===== config.mk =====
export PLATFORM = sky130hd
export DESIGN_NAME = rpc_queue
export DESIGN_NICKNAME = d
export VERILOG_FILES = /design/src/rtl/core/rpc_pkg.sv /design/src/rtl/core/rpc_queue.sv
export SDC_FILE = /design/constraint.sdc
export NUM_CORES = 1
export LEC_CHECK = 0
export BUFFER_PORTS_ARGS = -buffer_cell sky130_fd_sc_hd__buf_2
export CAP_MARGIN = 20
export CORE_MARGIN = 5
export CORE_UTILIZATION = 56
export DETAILED_ROUTE_END_ITERATION = 6
export PLACE_DENSITY = 0.85
export SLEW_MARGIN = 20
export SYNTH_ARGS = -nofsm -noshare
export SYNTH_HDL_FRONTEND = slang
export SYNTH_SLANG_ARGS = --single-unit

===== constraint.sdc =====
create_clock -name i_clk -period 14.73 [get_ports i_clk]
set_clock_uncertainty 0.1 [all_clocks]
set_input_delay 2.946 -clock i_clk [delete_from_list [all_inputs] [get_ports i_clk]]
set_output_delay 2.946 -clock i_clk [all_outputs]
set_load 0.05 [all_outputs]

===== src/rtl/core/rpc_pkg.sv =====
// ----------------------------------------------------------------------------
// rpc_pkg
// Shared types, constants and arithmetic helpers for the rectangular/polar
// CORDIC converter.
// ----------------------------------------------------------------------------
package rpc_pkg;

    // CORDIC iteration count, 8 to 24
    localparam int STAGES = 16;

    // internal widths: coordinates Q8.8 * 4096, angles Q.24 radians
    localparam int XY_W = 32;
    localparam int Z_W  = 28;
    localparam int RZ_W = 30;
    localparam int K_W  = 25;
    localparam int P_W  = XY_W + K_W;
    localparam int R_SH = 36;
    localparam int Q_W  = P_W - R_SH;

    // queue between front and back, and output queue
    localparam int Q_AW    = 1;
    localparam int Q_DEPTH = 1 << Q_AW;
    localparam int O_AW    = 1;
    localparam int O_DEPTH = 1 << O_AW;

    // form codes
    localparam logic [1:0] ACT_RECT  = 2'd0;
    localparam logic [1:0] ACT_POLAR = 2'd1;

    localparam logic signed [RZ_W-1:0] RZ_PI      = RZ_W'(52707179);
    localparam logic signed [RZ_W-1:0] RZ_NPI     = -RZ_W'(52707179);
    localparam logic signed [RZ_W-1:0] RZ_TWO_PI  = RZ_W'(105414357);
    localparam logic signed [RZ_W-1:0] RZ_FOUR_PI = RZ_W'(210828714);
    localparam logic signed [RZ_W-1:0] RZ_SIX_PI  = RZ_W'(316243071);
    localparam logic signed [Z_W-1:0]  Z_HALF_PI  = Z_W'(26353589);
    localparam logic signed [Z_W-1:0]  Z_NHALF_PI = -Z_W'(26353589);
    localparam logic signed [K_W-1:0]  GAIN_Q24   = K_W'(10188014);
    localparam logic signed [16:0]     ANG_MAX    = 17'sd25736;
    localparam logic signed [16:0]     ANG_MIN    = -17'sd25736;

    typedef enum logic [1:0] {
        K_RECT,
        K_ZERO,
        K_POLAR,
        K_BAD
    } t_kind;

    typedef struct packed {
        t_kind                   kind;
        logic signed [XY_W-1:0]  x;
        logic signed [XY_W-1:0]  y;
        logic signed [Z_W-1:0]   z;
        logic signed [16:0]      echo_a;
        logic signed [16:0]      echo_b;
        logic        [15:0]      aux_mag;
        logic signed [15:0]      aux_ang;
        logic                    sat_pre;
    } t_job;

    typedef struct packed {
        logic signed [16:0] x_out;
        logic signed [16:0] y_out;
        logic        [15:0] magnitude;
        logic signed [15:0] angle;
        logic               mode;
        logic               bad;
        logic               sat;
    } t_res;

    function automatic logic signed [Z_W-1:0] atan_q24(input int k);
        logic signed [Z_W-1:0] v;
        unique case (k)
            0:  v = Z_W'(13176795);
            1:  v = Z_W'(7778716);
            2:  v = Z_W'(4110060);
            3:  v = Z_W'(2086331);
            4:  v = Z_W'(1047214);
            5:  v = Z_W'(524117);
            6:  v = Z_W'(262123);
            7:  v = Z_W'(131069);
            8:  v = Z_W'(65536);
            9:  v = Z_W'(32768);
            10: v = Z_W'(16384);
            11: v = Z_W'(8192);
            12: v = Z_W'(4096);
            13: v = Z_W'(2048);
            14: v = Z_W'(1024);
            15: v = Z_W'(512);
            16: v = Z_W'(256);
            17: v = Z_W'(128);
            18: v = Z_W'(64);
            19: v = Z_W'(32);
            20: v = Z_W'(16);
            21: v = Z_W'(8);
            22: v = Z_W'(4);
            23: v = Z_W'(2);
            default: v = '0;
        endcase
        return v;
    endfunction

    // Q8.8 value to internal coordinate (times 4096)
    function automatic logic signed [XY_W-1:0] scale_coord(input logic signed [16:0] v);
        return {{(XY_W-29){v[16]}}, v, 12'b0};
    endfunction

    // Q.24 angle to Q3.13, round half up, clamped to +-pi
    function automatic logic signed [15:0] angle_q13(input logic signed [Z_W-1:0] z);
        logic signed [Z_W:0]  t;
        logic signed [16:0]   a;
        t = {z[Z_W-1], z} + (Z_W+1)'(1024);
        a = t[Z_W-1:11];
        if (a > ANG_MAX) begin
            a = ANG_MAX;
        end else if (a < ANG_MIN) begin
            a = ANG_MIN;
        end
        return a[15:0];
    endfunction

    // one micro-rotation; rotation for polar items, vectoring otherwise
    function automatic t_job cordic_step(input t_job j, input int k);
        t_job                   r;
        logic signed [XY_W-1:0] xs;
        logic signed [XY_W-1:0] ys;
        logic signed [XY_W-1:0] dx;
        logic signed [XY_W-1:0] dy;
        logic signed [Z_W-1:0]  at;
        logic                   ccw;
        r   = j;
        xs  = j.x;
        ys  = j.y;
        dx  = ys >>> k;
        dy  = xs >>> k;
        at  = atan_q24(k);
        ccw = (j.kind == K_POLAR) ? !j.z[Z_W-1] : j.y[XY_W-1];
        if (ccw) begin
            r.x = xs - dx;
            r.y = ys + dy;
            r.z = j.z - at;
        end else begin
            r.x = xs + dx;
            r.y = ys - dy;
            r.z = j.z + at;
        end
        return r;
    endfunction

endpackage


===== src/rtl/core/rpc_queue.sv =====
// ----------------------------------------------------------------------------
// rpc_queue
// Short job queue between the front stages and the CORDIC back end.
// ----------------------------------------------------------------------------
module rpc_queue
    import rpc_pkg::*;
(
    input  logic i_clk,
    input  logic i_rst_n,
    input  logic i_push,
    input  t_job i_job,
    output logic o_full,
    input  logic i_pop,
    output logic o_valid,
    output t_job o_job
);

    t_job            r_mem [Q_DEPTH];
    logic [Q_AW-1:0] r_wp;
    logic [Q_AW-1:0] r_rp;
    logic [Q_AW:0]   r_cnt;
    logic            do_push;
    logic            do_pop;

    assign o_full  = (r_cnt == (Q_AW+1)'(Q_DEPTH));
    assign o_valid = (r_cnt != '0);
    assign o_job   = r_mem[r_rp];
    assign do_push = i_push && !o_full;
    assign do_pop  = i_pop && o_valid;

    always_ff @(posedge i_clk) begin
        if (!i_rst_n) begin
            r_wp  <= '0;
            r_rp  <= '0;
            r_cnt <= '0;
        end else begin
            if (do_push) r_wp <= r_wp + 1'b1;
            if (do_pop)  r_rp <= r_rp + 1'b1;
            unique case ({do_push, do_pop})
                2'b10:   r_cnt <= r_cnt + 1'b1;
                2'b01:   r_cnt <= r_cnt - 1'b1;
                default: r_cnt <= r_cnt;
            endcase
        end
    end

    always_ff @(posedge i_clk) begin
        if (do_push) r_mem[r_wp] <= i_job;
    end

endmodule


==> run metrics <==
Max H-tree Level 1; Synth warnings 0; Slew Viols, Final 0; post-synth cell types 19; pin count of the biggest net entering global routing 92; vias in the first global route between 6000 and 7000; die area between 20000 and 25000 um^2; Crit path required time between 10 and 15 ns; Clock Pin Slew Worst Setup and Hold Paths 0.06 ns; FMAX ~170 MHz; Fill cells between 1000 and 1500; total grt overflow 0; commonest non-fill, non-tap cells in the layout 327 x buf_2, 322 x edfxtp_1, 161 x mux2_2, 31 x clkbuf_16; P per Cell Area between 200 and 250 nW/um^2; Routed WL per cell between 20 and 25 um; area grow syn2layout 23.4%; Routability Congestion 0.757; # hold bufs at CTS 0; crit start category flop; final hold slack between 0.4 and 0.5 ns; post-synthesis cell count 527; Hold Path Depth 2; RSZ-0062 raised after global routing no; CP arrival 2.99 ns; nets between 1000 and 1500; CTS Buffer Depth 3; Die X around 160 um; core area between 20000 and 25000 um^2; max cap viols 0; post-CTS setup buffers 0; Post-route DRC 0; Seq/Total Area, Yosys around 80%; Static Leak ~5.4 nW; Peak VDD IR around 0.18 mV; Design Area, Final 14700 um^2; Critical Path Fanout Max 91; post-CTS sizing 0; Mean Syn Cell Area roughly 23 um^2; GRT Resource Usage Total about a fifth; Initial DRT Pass Iterations 4; Routed Antenna Nets 0; total wire length approximately 24 mm; Seq cells post-synth between 300 and 400; starting density of the core around 57%; CTS tree yes; Vias/cell approximately 5.2; Hold Crit Class reg2reg; most common cell after layout, fill and taps aside buf_2; vias ~6000; Starting DRT DRC Count around 350; initial antenna violation count 4; syn_nets ~690; area of placed instances around 14000 um^2; Die Ht about 160 um; reg2reg setup slack between 10 and 15 ns; Worst-Margin Slew a little under 1 ns; mapped cell area approximately 12000 um^2; status finished clean; Core Util, Final 69.9%; cts bufs inserted 31; Slew Limit Headroom a little over a third; RR Startpoint r_cnt[0]; fin crit share about two fifths; HPWL Detailed 16.2 mm; hold path start r_cnt[1]; CP endpoint kind output pin; share of post-route cells with drive strength above 1 ~60%; first-pass GRT wire length ~35 mm; IO Count approximately 330; # setup viols final 0; Hold EP r_cnt[1]; Root Buffer clkbuf_16; WS Path Type reg2out; worst reg2reg path depth 5; final count of hold timing violations 0; setup TNS 0 ns; # rows 53; port bufs ~330; RR Endpoint r_mem[0][53]; Skew-Pair Late Insertion Delay 0.54 ns; Final Critical Period a little over 6 ns; clk sinks approximately 330
## cells in the mapped netlist, drive strengths merged
cell    count  area share (%)
inv         3           0.095
and3        1           0.053
dfxtp       5            0.84
or2         1           0.053
edfxtp    322              81
ha          1            0.11
nor2b       2            0.11
a21boi      2            0.13
mux2      161              15
nand2       1           0.032
buf        18             1.3
nand2b      1           0.074
xnor2       3            0.22
and2        1           0.053
or3         2            0.11
o21ai       2           0.084
o21a        1           0.063
## cells by family after synthesis
logic type	share of synthesized area, %
xor gates and xnor gates	0.221
DFF	82.3
buffers and inverters	1.38
AOI/OAI and AO/OA	0.274
and+or+nand+nor	0.474
muxes	15.3
adders and majority gates	0.105
## sequential cells by signal, summed over array words and instances, names as in the netlist, named ones only
name,count
r_cnt,2
r_rp,1
r_wp,1
r_mem,322
## cell type report
class | instances | area (um^2) | share of cell area (%)
flip-flops and latches | 327 | 9770 | 66.7
multi-input cells | 179 | 1950 | 13.3
repair buffers | 331 | 1670 | 11.4
clock buffers | 38 | 802 | 5.47
well taps | 275 | 344 | 2.35
clock inverters | 18 | 95.1 | 0.649
inverters | 3 | 16.3 | 0.111
diodes | 3 | 7.51 | 0.0512
## critical path, stage by stage (launching register included)
cell     delay (ns)
dfxtp_4        0.95
buf_6          0.74
mux2_2         0.43
buf_2          0.22
## metrics by stage
step / setup WS [ns] / std cells / power, mW
after global routing: 8.55 / 1173 / 3.14
after CTS: 8.37 / 1171 / 3.06
after global placement: 8.93 / 1115 / 2.34
final: 8.69 / 1174 / 3.03
after detailed placement: 8.96 / 1115 / 2.36
after floorplan: 7.40 / 527 / 2.14
## layer usage
layer	vias up	track usage, %	part of all wire [%]
met1	2975	22.0	35
met2	286	33.7	52
met3	41	6.46	11
met4	4	5.50	2.1
li1	2788	-	-
met5	-	0	0.17
## worst max-delay path by stage
stage,to,slack (ns),depth (start not counted)
final,o_job[51],8.69,3
after global routing,o_job[51],8.55,3
after CTS,o_job[51],8.37,3
after detailed placement,o_job[52],8.96,3
after global placement,o_job[115],8.93,3
after floorplan,r_mem[1][0],7.40,1
## power breakdown
part           switching [mW]  leakage (nW)  internal, mW
Combinational           0.800          1.96         0.295
Clock                   0.317         0.429         0.385
Sequential             0.0589          3.05          1.18
Note: power is estimated with default switching activity, not from simulation.
