--- config.mk ---
export PLATFORM = sky130hd
export DESIGN_NAME = rpc_front
export DESIGN_NICKNAME = d
export VERILOG_FILES = /design/src/rtl/core/rpc_pkg.sv /design/src/rtl/core/rpc_front.sv
export SDC_FILE = /design/constraint.sdc
export NUM_CORES = 1
export LEC_CHECK = 0
export ABC_CLOCK_PERIOD_IN_PS = 6900
export BUFFER_PORTS_ARGS = -buffer_cell sky130_fd_sc_hd__buf_4
export CAP_MARGIN = 20
export CORE_UTILIZATION = 36
export CTS_BUF_LIST = sky130_fd_sc_hd__clkbuf_16
export DETAILED_ROUTE_END_ITERATION = 8
export PLACE_DENSITY_LB_ADDON = 0.25
export SKIP_CTS_REPAIR_TIMING = 1
export SYNTH_ARGS = -nofsm -noshare
export SYNTH_HDL_FRONTEND = slang
export SYNTH_SLANG_ARGS = --single-unit
--- constraint.sdc ---
create_clock -name i_clk -period 6.9 [get_ports i_clk]
set_clock_uncertainty 0.1 [all_clocks]
set_input_delay 1.035 -clock i_clk [delete_from_list [all_inputs] [get_ports i_clk]]
set_output_delay 1.035 -clock i_clk [all_outputs]
set_load 0.005 [all_outputs]
--- src/rtl/core/rpc_pkg.sv ---
// ----------------------------------------------------------------------------
// rpc_pkg
// Shared types, constants and arithmetic helpers for the rectangular/polar
// CORDIC converter.
// ----------------------------------------------------------------------------
package rpc_pkg;

    // CORDIC iteration count, 8 to 24
    localparam int STAGES = 16;

    // internal widths: coordinates Q8.8 * 4096, angles Q.24 radians
    localparam int XY_W = 32;
    localparam int Z_W  = 28;
    localparam int RZ_W = 30;
    localparam int K_W  = 25;
    localparam int P_W  = XY_W + K_W;
    localparam int R_SH = 36;
    localparam int Q_W  = P_W - R_SH;

    // queue between front and back, and output queue
    localparam int Q_AW    = 1;
    localparam int Q_DEPTH = 1 << Q_AW;
    localparam int O_AW    = 1;
    localparam int O_DEPTH = 1 << O_AW;

    // form codes
    localparam logic [1:0] ACT_RECT  = 2'd0;
    localparam logic [1:0] ACT_POLAR = 2'd1;

    localparam logic signed [RZ_W-1:0] RZ_PI      = RZ_W'(52707179);
    localparam logic signed [RZ_W-1:0] RZ_NPI     = -RZ_W'(52707179);
    localparam logic signed [RZ_W-1:0] RZ_TWO_PI  = RZ_W'(105414357);
    localparam logic signed [RZ_W-1:0] RZ_FOUR_PI = RZ_W'(210828714);
    localparam logic signed [RZ_W-1:0] RZ_SIX_PI  = RZ_W'(316243071);
    localparam logic signed [Z_W-1:0]  Z_HALF_PI  = Z_W'(26353589);
    localparam logic signed [Z_W-1:0]  Z_NHALF_PI = -Z_W'(26353589);
    localparam logic signed [K_W-1:0]  GAIN_Q24   = K_W'(10188014);
    localparam logic signed [16:0]     ANG_MAX    = 17'sd25736;
    localparam logic signed [16:0]     ANG_MIN    = -17'sd25736;

    typedef enum logic [1:0] {
        K_RECT,
        K_ZERO,
        K_POLAR,
        K_BAD
    } t_kind;

    typedef struct packed {
        t_kind                   kind;
        logic signed [XY_W-1:0]  x;
        logic signed [XY_W-1:0]  y;
        logic signed [Z_W-1:0]   z;
        logic signed [16:0]      echo_a;
        logic signed [16:0]      echo_b;
        logic        [15:0]      aux_mag;
        logic signed [15:0]      aux_ang;
        logic                    sat_pre;
    } t_job;

    typedef struct packed {
        logic signed [16:0] x_out;
        logic signed [16:0] y_out;
        logic        [15:0] magnitude;
        logic signed [15:0] angle;
        logic               mode;
        logic               bad;
        logic               sat;
    } t_res;

    function automatic logic signed [Z_W-1:0] atan_q24(input int k);
        logic signed [Z_W-1:0] v;
        unique case (k)
            0:  v = Z_W'(13176795);
            1:  v = Z_W'(7778716);
            2:  v = Z_W'(4110060);
            3:  v = Z_W'(2086331);
            4:  v = Z_W'(1047214);
            5:  v = Z_W'(524117);
            6:  v = Z_W'(262123);
            7:  v = Z_W'(131069);
            8:  v = Z_W'(65536);
            9:  v = Z_W'(32768);
            10: v = Z_W'(16384);
            11: v = Z_W'(8192);
            12: v = Z_W'(4096);
            13: v = Z_W'(2048);
            14: v = Z_W'(1024);
            15: v = Z_W'(512);
            16: v = Z_W'(256);
            17: v = Z_W'(128);
            18: v = Z_W'(64);
            19: v = Z_W'(32);
            20: v = Z_W'(16);
            21: v = Z_W'(8);
            22: v = Z_W'(4);
            23: v = Z_W'(2);
            default: v = '0;
        endcase
        return v;
    endfunction

    // Q8.8 value to internal coordinate (times 4096)
    function automatic logic signed [XY_W-1:0] scale_coord(input logic signed [16:0] v);
        return {{(XY_W-29){v[16]}}, v, 12'b0};
    endfunction

    // Q.24 angle to Q3.13, round half up, clamped to +-pi
    function automatic logic signed [15:0] angle_q13(input logic signed [Z_W-1:0] z);
        logic signed [Z_W:0]  t;
        logic signed [16:0]   a;
        t = {z[Z_W-1], z} + (Z_W+1)'(1024);
        a = t[Z_W-1:11];
        if (a > ANG_MAX) begin
            a = ANG_MAX;
        end else if (a < ANG_MIN) begin
            a = ANG_MIN;
        end
        return a[15:0];
    endfunction

    // one micro-rotation; rotation for polar items, vectoring otherwise
    function automatic t_job cordic_step(input t_job j, input int k);
        t_job                   r;
        logic signed [XY_W-1:0] xs;
        logic signed [XY_W-1:0] ys;
        logic signed [XY_W-1:0] dx;
        logic signed [XY_W-1:0] dy;
        logic signed [Z_W-1:0]  at;
        logic                   ccw;
        r   = j;
        xs  = j.x;
        ys  = j.y;
        dx  = ys >>> k;
        dy  = xs >>> k;
        at  = atan_q24(k);
        ccw = (j.kind == K_POLAR) ? !j.z[Z_W-1] : j.y[XY_W-1];
        if (ccw) begin
            r.x = xs - dx;
            r.y = ys + dy;
            r.z = j.z - at;
        end else begin
            r.x = xs + dx;
            r.y = ys - dy;
            r.z = j.z + at;
        end
        return r;
    endfunction

endpackage

--- src/rtl/core/rpc_front.sv ---
// ----------------------------------------------------------------------------
// rpc_front
// Takes input words, classifies the form, reduces polar angles and does the
// quadrant pre-rotation. Two register stages, handed on to the job queue.
// ----------------------------------------------------------------------------
module rpc_front
    import rpc_pkg::*;
(
    input  logic               i_clk,
    input  logic               i_rst_n,
    input  logic               push,
    output logic               full,
    input  logic [1:0]         i_action,
    input  logic signed [16:0] i_first_value,
    input  logic signed [16:0] i_second_value,
    output logic               o_job_valid,
    output t_job               o_job,
    input  logic               i_q_full
);

    logic                   f_en;
    logic                   r_v1;
    logic                   r_v2;
    t_kind                  r_kind1;
    logic signed [16:0]     r_a1;
    logic signed [16:0]     r_b1;
    logic signed [Z_W-1:0]  r_z1;
    t_job                   r_job2;

    t_kind                  n_kind1;
    logic signed [Z_W-1:0]  n_z1;
    t_job                   n_job2;

    logic signed [RZ_W-1:0] zin;
    logic signed [RZ_W-1:0] p1, p2, p3, m1, m2, m3, zr;

    assign f_en        = !r_v2 || !i_q_full;
    assign full        = !f_en;
    assign o_job_valid = r_v2;
    assign o_job       = r_job2;

    // stage 1: classify and fold the angle into [-pi, pi]
    always_comb begin
        zin = {{(RZ_W-28){i_second_value[16]}}, i_second_value, 11'b0};
        p1  = zin - RZ_TWO_PI;
        p2  = zin - RZ_FOUR_PI;
        p3  = zin - RZ_SIX_PI;
        m1  = zin + RZ_TWO_PI;
        m2  = zin + RZ_FOUR_PI;
        m3  = zin + RZ_SIX_PI;
        priority if (zin > RZ_PI) begin
            priority if (p1 <= RZ_PI) zr = p1;
            else if (p2 <= RZ_PI)     zr = p2;
            else                      zr = p3;
        end else if (zin < RZ_NPI) begin
            priority if (m1 >= RZ_NPI) zr = m1;
            else if (m2 >= RZ_NPI)     zr = m2;
            else                       zr = m3;
        end else begin
            zr = zin;
        end
        n_z1 = zr[Z_W-1:0];

        priority if (i_action == ACT_RECT) begin
            n_kind1 = (i_first_value == '0 && i_second_value == '0) ? K_ZERO : K_RECT;
        end else if (i_action == ACT_POLAR) begin
            n_kind1 = K_POLAR;
        end else begin
            n_kind1 = K_BAD;
        end
    end

    // stage 2: start vector for the CORDIC
    always_comb begin
        n_job2      = '0;
        n_job2.kind = r_kind1;
        unique case (r_kind1)
            K_RECT: begin
                n_job2.echo_a = r_a1;
                n_job2.echo_b = r_b1;
                if (!r_a1[16]) begin
                    n_job2.x = scale_coord(r_a1);
                    n_job2.y = scale_coord(r_b1);
                    n_job2.z = '0;
                end else if (!r_b1[16]) begin
                    n_job2.x = scale_coord(r_b1);
                    n_job2.y = -scale_coord(r_a1);
                    n_job2.z = Z_HALF_PI;
                end else begin
                    n_job2.x = -scale_coord(r_b1);
                    n_job2.y = scale_coord(r_a1);
                    n_job2.z = Z_NHALF_PI;
                end
            end
            K_ZERO: begin
                n_job2.echo_a = r_a1;
                n_job2.echo_b = r_b1;
            end
            K_POLAR: begin
                n_job2.aux_ang = angle_q13(r_z1);
                n_job2.sat_pre = r_a1[16];
                n_job2.aux_mag = r_a1[16] ? 16'd0 : r_a1[15:0];
                if (r_z1 > Z_HALF_PI) begin
                    n_job2.x = '0;
                    n_job2.y = scale_coord(r_a1);
                    n_job2.z = r_z1 - Z_HALF_PI;
                end else if (r_z1 < Z_NHALF_PI) begin
                    n_job2.x = '0;
                    n_job2.y = -scale_coord(r_a1);
                    n_job2.z = r_z1 + Z_HALF_PI;
                end else begin
                    n_job2.x = scale_coord(r_a1);
                    n_job2.y = '0;
                    n_job2.z = r_z1;
                end
            end
            K_BAD: begin
                n_job2.kind = K_BAD;
            end
        endcase
    end

    always_ff @(posedge i_clk) begin
        if (!i_rst_n) begin
            r_v1 <= 1'b0;
            r_v2 <= 1'b0;
        end else if (f_en) begin
            r_v1 <= push;
            r_v2 <= r_v1;
        end
    end

    always_ff @(posedge i_clk) begin
        if (f_en) begin
            r_kind1 <= n_kind1;
            r_a1    <= i_first_value;
            r_b1    <= i_second_value;
            r_z1    <= n_z1;
            r_job2  <= n_job2;
        end
    end

endmodule

==> results.tsv <==
metric	value	unit
critPathRequiredTime	6.98	ns
die_area	0.0321	mm2
rrSetupSlack	3.41	ns
drv_cap	0	
yosys-top-cells-count	196 x edfxtp_1, 82 x nor2_1, 65 x a21oi_1, 63 x nand2_1, 62 x o21ai_0	
synth_top_area_share	52.2	%
crit_arrival	3.56	ns
critPathLaunchType	register	
drt_pass1_iterations	7	
rsz0062_at_grt	false	
timing.fmax	287	MHz
synth-seq-cells	198	
whs	0.376	ns
netlist_top_cells_area	edfxtp_1 52%, xnor2_1 3.4%, a21oi_1 2.9%	
yosysTopAreaCell	edfxtp_1	
wl_per_cell	20.0	um
power.leakage	5.21	nW
crit_type	reg -> reg	
grt_pass1_wl	48200	um
power	3.27	mW
cpMostUsedCell	nand3_1	
ant_nets	0	
syn-cell-area	0.0113	mm2
nets	1232	
busiest_layer	met2	
yosysSeqAreaShare	52.5	%
vias	8829	
slew_violations	0	
drive_gt1_share	21.9	%
fin_crit	3.49	ns
grtUsageMet3	2.88	%
r2r_end	o_job[4]	
setup_viol	0	
violations	DRC	
grt_use_met1	29.4	%
outcome	finished, violations left	
root_buffer	clkbuf_16	
synthFlopType	edfxtp_1	
worst_pin_slew	1.10	ns
cellPowerDensity	247	mW/mm2
use_met2	30.0	%
crit_family	simple AND/OR/NAND/NOR gates	
syn_to_final_growth	17.6	%
finalSetupTns	0	ns
synthCells	1069	
start_util	36.7	%
grt_usage	20.0	%
post-route-drc-count	24	
async_reset_ff_share	0	%
antenna_cells	0	
hold_viol_final	0	
worstHoldPathType	reg -> reg	
maxSlewHeadroom	26.6	%
htreeDepth	4	
crit_chain	ha_1 -> nand3_1 -> or4_1 -> nand3_1 -> a211oi_1 -> nor3_1 -> nor3_2 -> or3b_1	
rows	64	
crit_path_max_incr_delay	0.59	ns
cts_buffers	17	
synth-edff-count	196	
grt_antenna_before_repair	0	
viasPerCell	5.56	
worst-r2r-cell-count	8	
critPathBufInv	0	
cts_tree	yes	
grt_max_degree	80	
synthDistinctLibCells	93	
fin_area	0.0133	mm2
clk_path_buf_depth	2	
drt_iter0_drc	928	
cp_slowest_cell	or4_1	
clk_pin_slew	0.07	ns
clock_latency	0.45	ns
worstHoldEndpoint	r_v1	
wl	31800	um
irDropWorstVdd	164	uV
syn_avg_cell_area	10.6	um2
place_area	0.0127	mm2
fin_crit_sh	50.5	%
dp_hpwl	22500	um
yosys.cell_count.top_type	edfxtp_1	
grt_overflow_total	0	
die-width	179	um
die_height	179	um
min_path_cells	2	
ios	203	
end_kind	register	
core_area	0.0307	mm2
cp_max_fo	11	
rr_startpoint	r_z1[11]	
io_buffers	178	
worstHoldStart	r_v1	
gp_congestion	0.868	
grt_pass1_vias	7976	
ys_warn_count	0	
nFillCells	2960	
cts.sinks	198	
## cell type report
| class | count | area [um2] | area share, % |
|---|---|---|---|
| Multi-Input combinational cell | 752 | 4760 | 35.9 |
| Sequential cell | 198 | 5930 | 44.7 |
| Timing Repair Buffer | 185 | 1390 | 10.5 |
| Clock inverter | 15 | 174 | 1.31 |
| Inverter | 26 | 97.6 | 0.736 |
| Tap cell | 396 | 495 | 3.73 |
| Clock buffer | 17 | 425 | 3.21 |
## worst min-delay path, stage by stage, from the launching register on
cell,delay (ns)
dfxtp_1,0.32
nand2_1,0.05
a21boi_0,0.06
## state kept, by name, summed over array words and instances (netlist names)
name         flops
o_job          137
r_z1            23
r_a1            17
r_b1            17
r_kind1          2
o_job_valid      1
r_v1             1
## per-stage QoR
| step | util, % | setup slack [ns] | std cells |
|---|---|---|---|
| finish | 43.1 | 3.41 | 1589 |
| floorplan | - | 0.0700 | 1092 |
| CTS | 43.1 | 3.49 | 1589 |
| detailed placement | 41.2 | 3.11 | 1557 |
| global route | 43.1 | 3.12 | 1589 |
| global placement | 41.2 | 3.19 | 1557 |
## how the worst max path moves through the flow
stage,start,end,slack [ns],depth (start not counted)
2_1_floorplan,i_q_full,full,0.07,2
3_3_place_gp,i_second_value[0],r_z1[19],3.19,10
3_5_place_dp,i_second_value[0],r_z1[19],3.11,10
4_1_cts,r_z1[11],o_job[4],3.49,8
5_1_grt,r_z1[11],o_job[11],3.12,8
6_report,r_z1[11],o_job[4],3.41,8
## metal layers
metal	share of wire, %	vias up
li1	-	4129
met1	47	4287
met2	45	381
met3	6.6	32
met4	2.0	0
met5	0	-
## power breakdown
part | internal, mW | leakage (nW) | total, mW | switching [mW]
sequential | 1.47 | 2.22 | 1.61 | 0.141
combinational | 0.303 | 2.70 | 0.649 | 0.346
clock | 0.515 | 0.291 | 1.01 | 0.496
## cell usage in the layout, fill, tap and decap left out, types with 23 or more instances in the layout
master,n
nor2b_1,35
nand2_1,62
nand3_1,23
xnor2_1,44
inv_1,27
buf_4,185
a21oi_1,65
nor2_1,81
o21ai_0,62
edfxtp_1,196
xor2_1,26
conb_1,24
nor3_1,37
## cell families (layout without fill, tap and decap cells)
group	Yosys count	in the layout	share of synthesized area (%)
compound gates	276	276	16.3
xor+xnor	70	70	5.43
fa+ha+maj	13	13	1.42
buf+inv	142	243	6.15
flops	198	198	52.5
mux	9	9	0.832
other cells	1	24	0.0332
simple gates	360	360	17.3
No activity file was read; power rests on OpenSTA's default activity.
